**config.mk**
```make
export PLATFORM = sky130hd
export DESIGN_NAME = fractal_escape_time_iterator
export DESIGN_NICKNAME = d
export VERILOG_FILES = /design/src/rtl/fet_pkg.sv /design/src/rtl/fractal_escape_time_iterator.sv
export VERILOG_INCLUDE_DIRS = /design/src /design/src/rtl
export SDC_FILE = /design/constraint.sdc
export NUM_CORES = 2
export LEC_CHECK = 0
export BUFFER_PORTS_ARGS = -buffer_cell sky130_fd_sc_hd__clkbuf_2
export CAP_MARGIN = 30
export CORE_MARGIN = 1.5
export CORE_UTILIZATION = 60
export CTS_BUF_LIST = sky130_fd_sc_hd__clkbuf_8
export CTS_CLUSTER_SIZE = 12
export DETAILED_ROUTE_END_ITERATION = 10
export GPL_ROUTABILITY_DRIVEN = 1
export GPL_TIMING_DRIVEN = 0
export HOLD_SLACK_MARGIN = 0.12
export PLACE_DENSITY = 0.8
export SYNTH_ARGS = -nofsm -noshare
export SYNTH_HDL_FRONTEND = slang
export SYNTH_SLANG_ARGS = --single-unit
```
**constraint.sdc**
```tcl
create_clock -name clk -period 7 [get_ports clk]
set_input_delay 1.05 -clock clk [delete_from_list [all_inputs] [get_ports clk]]
set_output_delay 1.05 -clock clk [all_outputs]
set_load 0.02 [all_outputs]
```
**src/rtl/assert_macros.svh**
```systemverilog
// Assertion helpers shared by the RTL.
`ifndef ASSERT_MACROS_SVH
`define ASSERT_MACROS_SVH

// Consequent must hold in the same cycle as the antecedent.
`define ASSERT_HOLDS(label, clk, rst, ante, cons, msg) \
  label: assert property (@(posedge clk) disable iff (rst) (ante) |-> (cons)) \
    else $error(msg);

// Consequent must hold in the cycle after the antecedent.
`define ASSERT_NEXT(label, clk, rst, ante, cons, msg) \
  label: assert property (@(posedge clk) disable iff (rst) (ante) |=> (cons)) \
    else $error(msg);

`endif

```
**src/rtl/fet_pkg.sv**
```systemverilog
`timescale 1ns / 1ps

package fet_pkg;

  // Default coordinate format: signed Q4.28
  localparam int COORD_WIDTH = 32;
  localparam int FRAC_BITS   = 28;

  // Digit width of the shared multiplier (coordinate x digit per cycle)
  localparam int DIGIT_W = 16;

  // Iteration count / limit
  localparam int COUNT_W = 16;
  localparam logic [COUNT_W-1:0] LIMIT_RESET = 16'd100;

  // Register map
  localparam int CFG_INDEX_W = 2;
  localparam logic [CFG_INDEX_W-1:0] REG_MODE     = 2'd0;
  localparam logic [CFG_INDEX_W-1:0] REG_LIMIT    = 2'd1;
  localparam logic [CFG_INDEX_W-1:0] REG_JULIA_RE = 2'd2;
  localparam logic [CFG_INDEX_W-1:0] REG_JULIA_IM = 2'd3;

endpackage

```
**src/rtl/fractal_escape_time_iterator.sv**
```systemverilog
// Escape-time iterator for Mandelbrot and Julia sets.
// Input channel (in_valid/in_ready) carries one point, point_re/point_im, signed
// fixed point with FRAC_BITS fraction bits. Output channel (out_valid/out_ready)
// returns one beat per point: escape_count, the iteration index at which
// z = z*z + c left the radius-2 disc, or iteration_limit if it never did.
// Configuration is a plain write port (cfg_write, cfg_index, cfg_data): mode,
// iteration limit and the Julia constant; write it only while the block is idle.
// One multiplier of COORD_WIDTH x DIGIT_W bits, fed with magnitudes and the
// sign applied after, is shared by the three products of an iteration (zr*zr,
// zi*zi, zr*zi); each product loads in S_SETUP, accumulates its digits in S_MUL
// and ends in S_FIN, with D = ceil(COORD_WIDTH / DIGIT_W) digits (D = 2 by default).
// An iteration runs its three products and S_ADD, S_RANGE and S_CHECK; in Julia
// mode the squares of the start point are formed first. A zero limit returns 0.
// in_ready is high only while no point is being iterated; the result sits in an
// output register, so the next point is taken while it waits. If the receiver
// stalls when a further result is ready, the iterator holds until it is taken.
// Reset (rst, synchronous) empties the output, stops any point in flight and
// returns the registers to Mandelbrot mode, limit 100, Julia constant zero.
`timescale 1ns / 1ps
`include "assert_macros.svh"

module fractal_escape_time_iterator #(
  parameter int COORD_WIDTH = fet_pkg::COORD_WIDTH,
  parameter int FRAC_BITS   = fet_pkg::FRAC_BITS
) (
  input  logic                                clk,
  input  logic                                rst,
  input  logic                                cfg_write,
  input  logic [fet_pkg::CFG_INDEX_W-1:0]     cfg_index,
  input  logic [COORD_WIDTH-1:0]              cfg_data,
  input  logic                                in_valid,
  output logic                                in_ready,
  input  logic signed [COORD_WIDTH-1:0]       point_re,
  input  logic signed [COORD_WIDTH-1:0]       point_im,
  output logic                                out_valid,
  input  logic                                out_ready,
  output logic [fet_pkg::COUNT_W-1:0]         escape_count
);

  localparam int CW     = COORD_WIDTH;
  localparam int PW     = 2 * CW;
  localparam int NW     = PW + 1;
  localparam int DW     = fet_pkg::DIGIT_W;
  localparam int DIGITS = (CW + DW - 1) / DW;
  localparam int MBW    = DIGITS * DW;
  localparam int ACCW   = CW + MBW;
  localparam int PPW    = CW + DW;
  localparam int DCW    = $clog2(DIGITS + 1);
  localparam int LW     = fet_pkg::COUNT_W;

  localparam logic signed [NW-1:0] TWO  = NW'(2) << FRAC_BITS;
  localparam logic signed [NW-1:0] NTWO = -TWO;
  localparam logic signed [NW-1:0] FOUR = NW'(1) << (2 * FRAC_BITS + 2);

  localparam logic [3:0] S_IDLE  = 4'd0;
  localparam logic [3:0] S_LOAD  = 4'd1;
  localparam logic [3:0] S_SETUP = 4'd2;
  localparam logic [3:0] S_MUL   = 4'd3;
  localparam logic [3:0] S_FIN   = 4'd4;
  localparam logic [3:0] S_ADD   = 4'd5;
  localparam logic [3:0] S_RANGE = 4'd6;
  localparam logic [3:0] S_CHECK = 4'd7;

  localparam logic [1:0] SEL_SR = 2'd0;
  localparam logic [1:0] SEL_SI = 2'd1;
  localparam logic [1:0] SEL_P  = 2'd2;

  // Configuration registers
  logic                  mode;
  logic [LW-1:0]         limit;
  logic signed [CW-1:0]  julia_re;
  logic signed [CW-1:0]  julia_im;

  // Sequencer
  logic [3:0]            state;
  logic [1:0]            sel;
  logic                  first;
  logic [LW-1:0]         i;
  logic [DCW-1:0]        dcnt;

  // Datapath
  logic signed [CW-1:0]  zr, zi, cr, ci;
  logic signed [PW-1:0]  sr, si, p;
  logic signed [NW-1:0]  nr, ni;
  logic [CW-1:0]         ma;
  logic [MBW-1:0]        mb;
  logic                  neg;
  logic [ACCW-1:0]       acc;
  logic [LW-1:0]         res;

  logic                  accept;
  logic                  out_free;
  logic                  finish_req;
  logic [LW-1:0]         fin_count;
  logic signed [CW-1:0]  opa, opb;
  logic [CW-1:0]         abs_a, abs_b;
  logic [DW-1:0]         digit;
  logic [PPW-1:0]        pp;
  logic [ACCW-1:0]       acc_sum;
  logic [PW-1:0]         acc_lo;
  logic signed [PW-1:0]  prod;
  logic signed [PW-1:0]  sr_sh, si_sh, p_sh;
  logic signed [NW-1:0]  nr_calc, ni_calc, mag;
  logic                  range_esc;
  logic                  mag_esc;
  logic [LW-1:0]         i_inc;

  // Config write port
  always_ff @(posedge clk) begin
    if (rst) begin
      mode     <= 1'b0;
      limit    <= fet_pkg::LIMIT_RESET;
      julia_re <= '0;
      julia_im <= '0;
    end else if (cfg_write) begin
      case (cfg_index)
        fet_pkg::REG_MODE:     mode     <= cfg_data[0];
        fet_pkg::REG_LIMIT:    limit    <= cfg_data[LW-1:0];
        fet_pkg::REG_JULIA_RE: julia_re <= $signed(cfg_data);
        fet_pkg::REG_JULIA_IM: julia_im <= $signed(cfg_data);
        default: ;
      endcase
    end
  end

  assign in_ready     = (state == S_IDLE);
  assign accept       = in_valid && in_ready;
  assign out_free     = !out_valid || out_ready;
  assign escape_count = res;

  // Multiplier operand select and magnitudes
  assign opa   = (sel == SEL_SI) ? zi : zr;
  assign opb   = (sel == SEL_SR) ? zr : zi;
  assign abs_a = opa[CW-1] ? ((~opa) + CW'(1)) : opa;
  assign abs_b = opb[CW-1] ? ((~opb) + CW'(1)) : opb;

  // One digit of |b| per cycle, most significant first
  assign digit   = mb[MBW-1 -: DW];
  assign pp      = PPW'(ma) * PPW'(digit);
  assign acc_sum = {acc[ACCW-DW-1:0], {DW{1'b0}}} + ACCW'(pp);
  assign acc_lo  = acc[PW-1:0];
  assign prod    = neg ? $signed((~acc_lo) + PW'(1)) : $signed(acc_lo);

  // z update terms, floor scaling by arithmetic shift
  assign sr_sh   = sr >>> FRAC_BITS;
  assign si_sh   = si >>> FRAC_BITS;
  assign p_sh    = p >>> (FRAC_BITS - 1);
  assign nr_calc = NW'(sr_sh) - NW'(si_sh) + NW'(cr);
  assign ni_calc = NW'(p_sh) + NW'(ci);

  // Escape tests
  assign range_esc = (nr > TWO) || (nr < NTWO) || (ni > TWO) || (ni < NTWO);
  assign mag       = NW'(sr) + NW'(si);
  assign mag_esc   = (mag > FOUR);
  assign i_inc     = i + LW'(1);

  // Result decision
  always_comb begin
    finish_req = 1'b0;
    fin_count  = '0;
    case (state)
      S_LOAD: begin
        if (limit == '0) finish_req = 1'b1;
      end
      S_RANGE: begin
        if (range_esc) begin
          finish_req = 1'b1;
          fin_count  = i;
        end
      end
      S_CHECK: begin
        if (!first) begin
          if (mag_esc) begin
            finish_req = 1'b1;
            fin_count  = i;
          end else if (i_inc == limit) begin
            finish_req = 1'b1;
            fin_count  = limit;
          end
        end
      end
      default: ;
    endcase
  end

  // Sequencer
  always_ff @(posedge clk) begin
    if (rst) begin
      state     <= S_IDLE;
      sel       <= SEL_SR;
      first     <= 1'b0;
      i         <= '0;
      dcnt      <= '0;
      out_valid <= 1'b0;
    end else begin
      // a new result wins over the beat leaving in the same cycle
      if (finish_req && out_free) out_valid <= 1'b1;
      else if (out_ready) out_valid <= 1'b0;
      case (state)
        S_IDLE: begin
          if (accept) begin
            state <= S_LOAD;
            first <= mode;
            i     <= '0;
          end
        end
        S_LOAD: begin
          if (finish_req) begin
            if (out_free) state <= S_IDLE;
          end else begin
            sel   <= mode ? SEL_SR : SEL_P;
            state <= S_SETUP;
          end
        end
        S_SETUP: begin
          dcnt  <= DCW'(DIGITS);
          state <= S_MUL;
        end
        S_MUL: begin
          dcnt <= dcnt - DCW'(1);
          if (dcnt == DCW'(1)) state <= S_FIN;
        end
        S_FIN: begin
          case (sel)
            SEL_SR: begin
              sel   <= SEL_SI;
              state <= S_SETUP;
            end
            SEL_SI:  state <= S_CHECK;
            default: state <= S_ADD;
          endcase
        end
        S_ADD: state <= S_RANGE;
        S_RANGE: begin
          if (finish_req) begin
            if (out_free) state <= S_IDLE;
          end else begin
            sel   <= SEL_SR;
            state <= S_SETUP;
          end
        end
        S_CHECK: begin
          if (finish_req) begin
            if (out_free) state <= S_IDLE;
          end else begin
            if (!first) i <= i_inc;
            first <= 1'b0;
            sel   <= SEL_P;
            state <= S_SETUP;
          end
        end
        default: state <= S_IDLE;
      endcase
    end
  end

  // Datapath registers
  always_ff @(posedge clk) begin
    if (accept) begin
      if (mode) begin
        zr <= point_re;
        zi <= point_im;
        cr <= julia_re;
        ci <= julia_im;
      end else begin
        zr <= '0;
        zi <= '0;
        cr <= point_re;
        ci <= point_im;
      end
      sr <= '0;
      si <= '0;
    end
    if (finish_req && out_free) res <= fin_count;
    case (state)
      S_SETUP: begin
        ma  <= abs_a;
        mb  <= MBW'(abs_b);
        neg <= opa[CW-1] ^ opb[CW-1];
        acc <= '0;
      end
      S_MUL: begin
        acc <= acc_sum;
        mb  <= mb << DW;
      end
      S_FIN: begin
        case (sel)
          SEL_SR:  sr <= prod;
          SEL_SI:  si <= prod;
          default: p  <= prod;
        endcase
      end
      S_ADD: begin
        nr <= nr_calc;
        ni <= ni_calc;
      end
      S_RANGE: begin
        if (!range_esc) begin
          zr <= nr[CW-1:0];
          zi <= ni[CW-1:0];
        end
      end
      default: ;
    endcase
  end

  // Checks
  `ASSERT_NEXT(a_load_after_accept, clk, rst, accept, state == S_LOAD, "accepted beat not loaded")
  `ASSERT_HOLDS(a_count_in_limit, clk, rst, finish_req, fin_count <= limit, "count above limit")
  `ASSERT_HOLDS(a_squares_nonneg, clk, rst, state == S_CHECK, !sr[PW-1] && !si[PW-1], "negative square")
  `ASSERT_HOLDS(a_mul_digits, clk, rst, state == S_MUL, dcnt != '0, "multiplier digit count ran out")

endmodule
```
==> flow_summary_export.csv <==
group,metric,value,unit
die,rows,108,
critical_path,cp_max_fo,6,
critical_path,slowest_delay,0.61,ns
critical_path,timing.critical_path.from,"mb[25]$_DFFE_PP_",
finish,final_nets,7146,
logic_synthesis,synth-seq-cells,620,
clock_tree,tritoncts,"done",
drt,vias,46109,
logic_synthesis,ys_seq_area_frac,0.296,
timing,worstMarginPinSlew,1.01,ns
critical_path,reg2reg_from,"mb[25]$_DFFE_PP_",
grt,grt_max_degree,101,
timing,rsz0062_at_grt,"yes",
finish,drive_above_1_share,0.110,
clock_tree,numCtsBuffers,98,
finish,multi_input_area,33800,sq um
drt,ant_nets,0,
finish,final_cells,7518,
logic_synthesis,synth-main-ff-cell,"edfxtp_1",
min_path,worst_hold_path_type,"reg2reg",
clock_tree,clockBufferDepth,3,
timing,finalMaxSlewViolations,0,
clock_tree,htreeDepth,3,
critical_path,slowest_stage,"edfxtp_1",
logic_synthesis,synth_edf_count,322,
finish,postLayoutCellArea,59300,sq um
timing,hold_ws,0.453,ns
timing,clock_skew,0.0642,ns
logic_synthesis,synth_nets,6807,
logic_synthesis,async_flop_share,0,
finish,nFillCells,6690,
critical_path,reg2regPathDepth,26,
die,io_pins,121,
critical_path,worst_setup_path_end_kind,"flip-flop",
drt,wl_met3,19100,um
place,gp_congestion,1.08,
status,violations,"setup timing",
die,die_area,89900,sq um
clock_tree,cts-root-buf,"clkbuf_8",
grt,antenna_found_initial,2,
critical_path,endpoint,"acc[48]$_SDFFCE_PN0P_",
critical_path,cp.required,7.47,ns
clock_tree,clock_sinks,620,
finish,regArea,15600,sq um
place,hpwl,136000,um
grt,overflow,0,
clock_tree,cts.clk_slew.worst_paths,0.07,ns
finish,final_common_cell,"nand2_1",
timing,slew_headroom,0.329,
critical_path,worstSetupPathType,"reg2reg",
finish,syn_to_final_growth,12.2,%
timing,period_needed,7.14,ns
critical_path,startpoint_type,"flip-flop",
timing,hold_violations,0,
logic_synthesis,synth_warnings,0,
finish,final_cell_mix,"nand2_1 (872), inv_1 (831), fa_1 (475)",
drt,wl_met1,63800,um
critical_path,worstReg2RegEnd,"acc[48]$_SDFFCE_PN0P_",
logic_synthesis,synthCells,5937,
critical_path,r2r_slack,-0.14,ns
drt,drcViolationCount,0,
critical_path,crit_top_cell,"fa_1",
logic_synthesis,synthDistinctLibCells,84,
die,start_util,0.607,
die,core,87000,sq um
timing,layout_setup_ws,-0.143,ns
drt,top_layer,"met4",
drt,postRouteWirelength,174000,um
place,dp_cells,7220,
finish,utilization,0.681,
status,status,"finished, violations left",
grt,grt_pass1_vias,45378,
timing,setup_viol_count_final,16,
critical_path,crit_arrival,7.61,ns
die,die_width,300,um
timing,fmax,140,MHz
logic_synthesis,syn_area,52900,sq um
flow_run,maxCapViolCount,0,
drt,drtIter0Drc,5313,
drt,drt_pass1_iterations,7,
place,portBuffers,120,
grt,grt_pass1_wl,264000,um
drt,wl_met2,77200,um
die,die-height,300,um
timing,finalCritPeriodShare,1.02,
grt,grt_use_total,0.387,
clock_tree,insertion_delay,0.76,ns
place,placed_area,55100,sq um
drt,via_per_inst,6.13,
drt,post_drt_wl_per_cell,23.2,um
logic_synthesis,syn_area_per_cell,8.90,sq um
==> final cells by class <==
type / instances / area share
clock inverter: 76 / 0.0102
inverter: 823 / 0.0522
tap: 1155 / 0.0244
antenna: 2 / 0.0000844
multi-input combinational: 4215 / 0.571
buffer: 273 / 0.0245
timing repair buffer: 245 / 0.0290
sequential: 620 / 0.264
clock buffer: 109 / 0.0253
==> state kept, by name, indices dropped and copies added, names as in the netlist, 37 cells and up <==
signal / cells
ni: 38
sr: 64
nr: 38
si: 64
acc: 64
p: 37
==> cells in the mapped netlist (all sizes together) (35+ instances only) <==
library cell	n	share of area
edfxtp	322	0.18
o21a	35	0.0050
nor3	87	0.0082
o21ai	377	0.036
nor2	245	0.017
mux2i	67	0.013
a21oi	350	0.033
nor4	37	0.0044
xnor2	166	0.028
and2	224	0.027
xor2	132	0.022
inv	820	0.058
a21o	73	0.010
nand2	878	0.062
nand3	76	0.0075
or3	39	0.0049
mux2	65	0.014
o31ai	51	0.0075
and3	108	0.013
nand4	56	0.0066
dfxtp	298	0.11
nand2b	41	0.0049
clkbuf	264	0.019
ha	279	0.066
fa	488	0.18
==> timing repair <==
| action | in CTS | in global routing |
|---|---|---|
| pin swaps | 89 | 42 |
| gates resized for setup | 264 | 95 |
| setup buffers | 86 | 25 |
| cloned | 5 | 1 |
| endpoints found under the setup margin | 43 | 41 |
| hold buffers | 0 | 0 |
==> metal layers <==
| metal | vias up | track usage |
|---|---|---|
| li1 | 20433 | - |
| met5 | - | 0 |
| met2 | 2848 | 0.606 |
| met3 | 652 | 0.0692 |
| met4 | 0 | 0.270 |
| met1 | 22176 | 0.488 |
==> critical path: cells and delay by family, from the launching register on <==
| kind | cells | cell delay (ns) |
|---|---|---|
| flip-flops | 1 | 0.61 |
| XOR/XNOR | 1 | 0.18 |
| AND/OR/NAND/NOR | 4 | 0.42 |
| buffers and inverters | 7 | 0.79 |
| adder cells (fa/ha/maj) | 7 | 3.42 |
| AO/OA/AOI/OAI | 7 | 1.43 |
==> worst min-delay path by stage <==
stage | startpoint | endpoint | cells after the start
2_1_floorplan | si[0]$_DFF_P_ | si[0]$_DFF_P_ | 2
3_3_place_gp | julia_im[29]$_SDFFE_PP0P_ | julia_im[29]$_SDFFE_PP0P_ | 2
3_5_place_dp | julia_re[29]$_SDFFE_PP0P_ | julia_re[29]$_SDFFE_PP0P_ | 2
4_1_cts | julia_re[30]$_SDFFE_PP0P_ | julia_re[30]$_SDFFE_PP0P_ | 2
5_1_grt | julia_im[19]$_SDFFE_PP0P_ | julia_im[19]$_SDFFE_PP0P_ | 2
6_report | julia_im[24]$_SDFFE_PP0P_ | julia_im[24]$_SDFFE_PP0P_ | 2
==> per-stage QoR <==
stage / TNS, ns / setup slack (ns)
after floorplan: 0 / 0.0300
after global placement: -39.02 / -1.65
after detailed placement: -39.67 / -1.73
after CTS: 0 / 0.0000595
after global routing: -4.62 / -0.331
final: -1.18 / -0.143
==> cell families (layout without fill, tap and decap cells) <==
| group | after synthesis | in the layout | share of synthesized area |
|---|---|---|---|
| DFF | 620 | 620 | 0.296 |
| buffers and inverters | 1102 | 1526 | 0.0784 |
| other | 0 | 2 | 0 |
| adders and majority gates | 767 | 767 | 0.251 |
| AOI/OAI and AO/OA | 1116 | 1116 | 0.128 |
| xor gates and xnor gates | 298 | 298 | 0.0494 |
| and+or+nand+nor | 1902 | 1902 | 0.171 |
| muxes | 132 | 132 | 0.0265 |
Power is left out: the tool's default activity adds up to more than one toggle a clock period on the data nets, which glitch-free logic cannot reach.
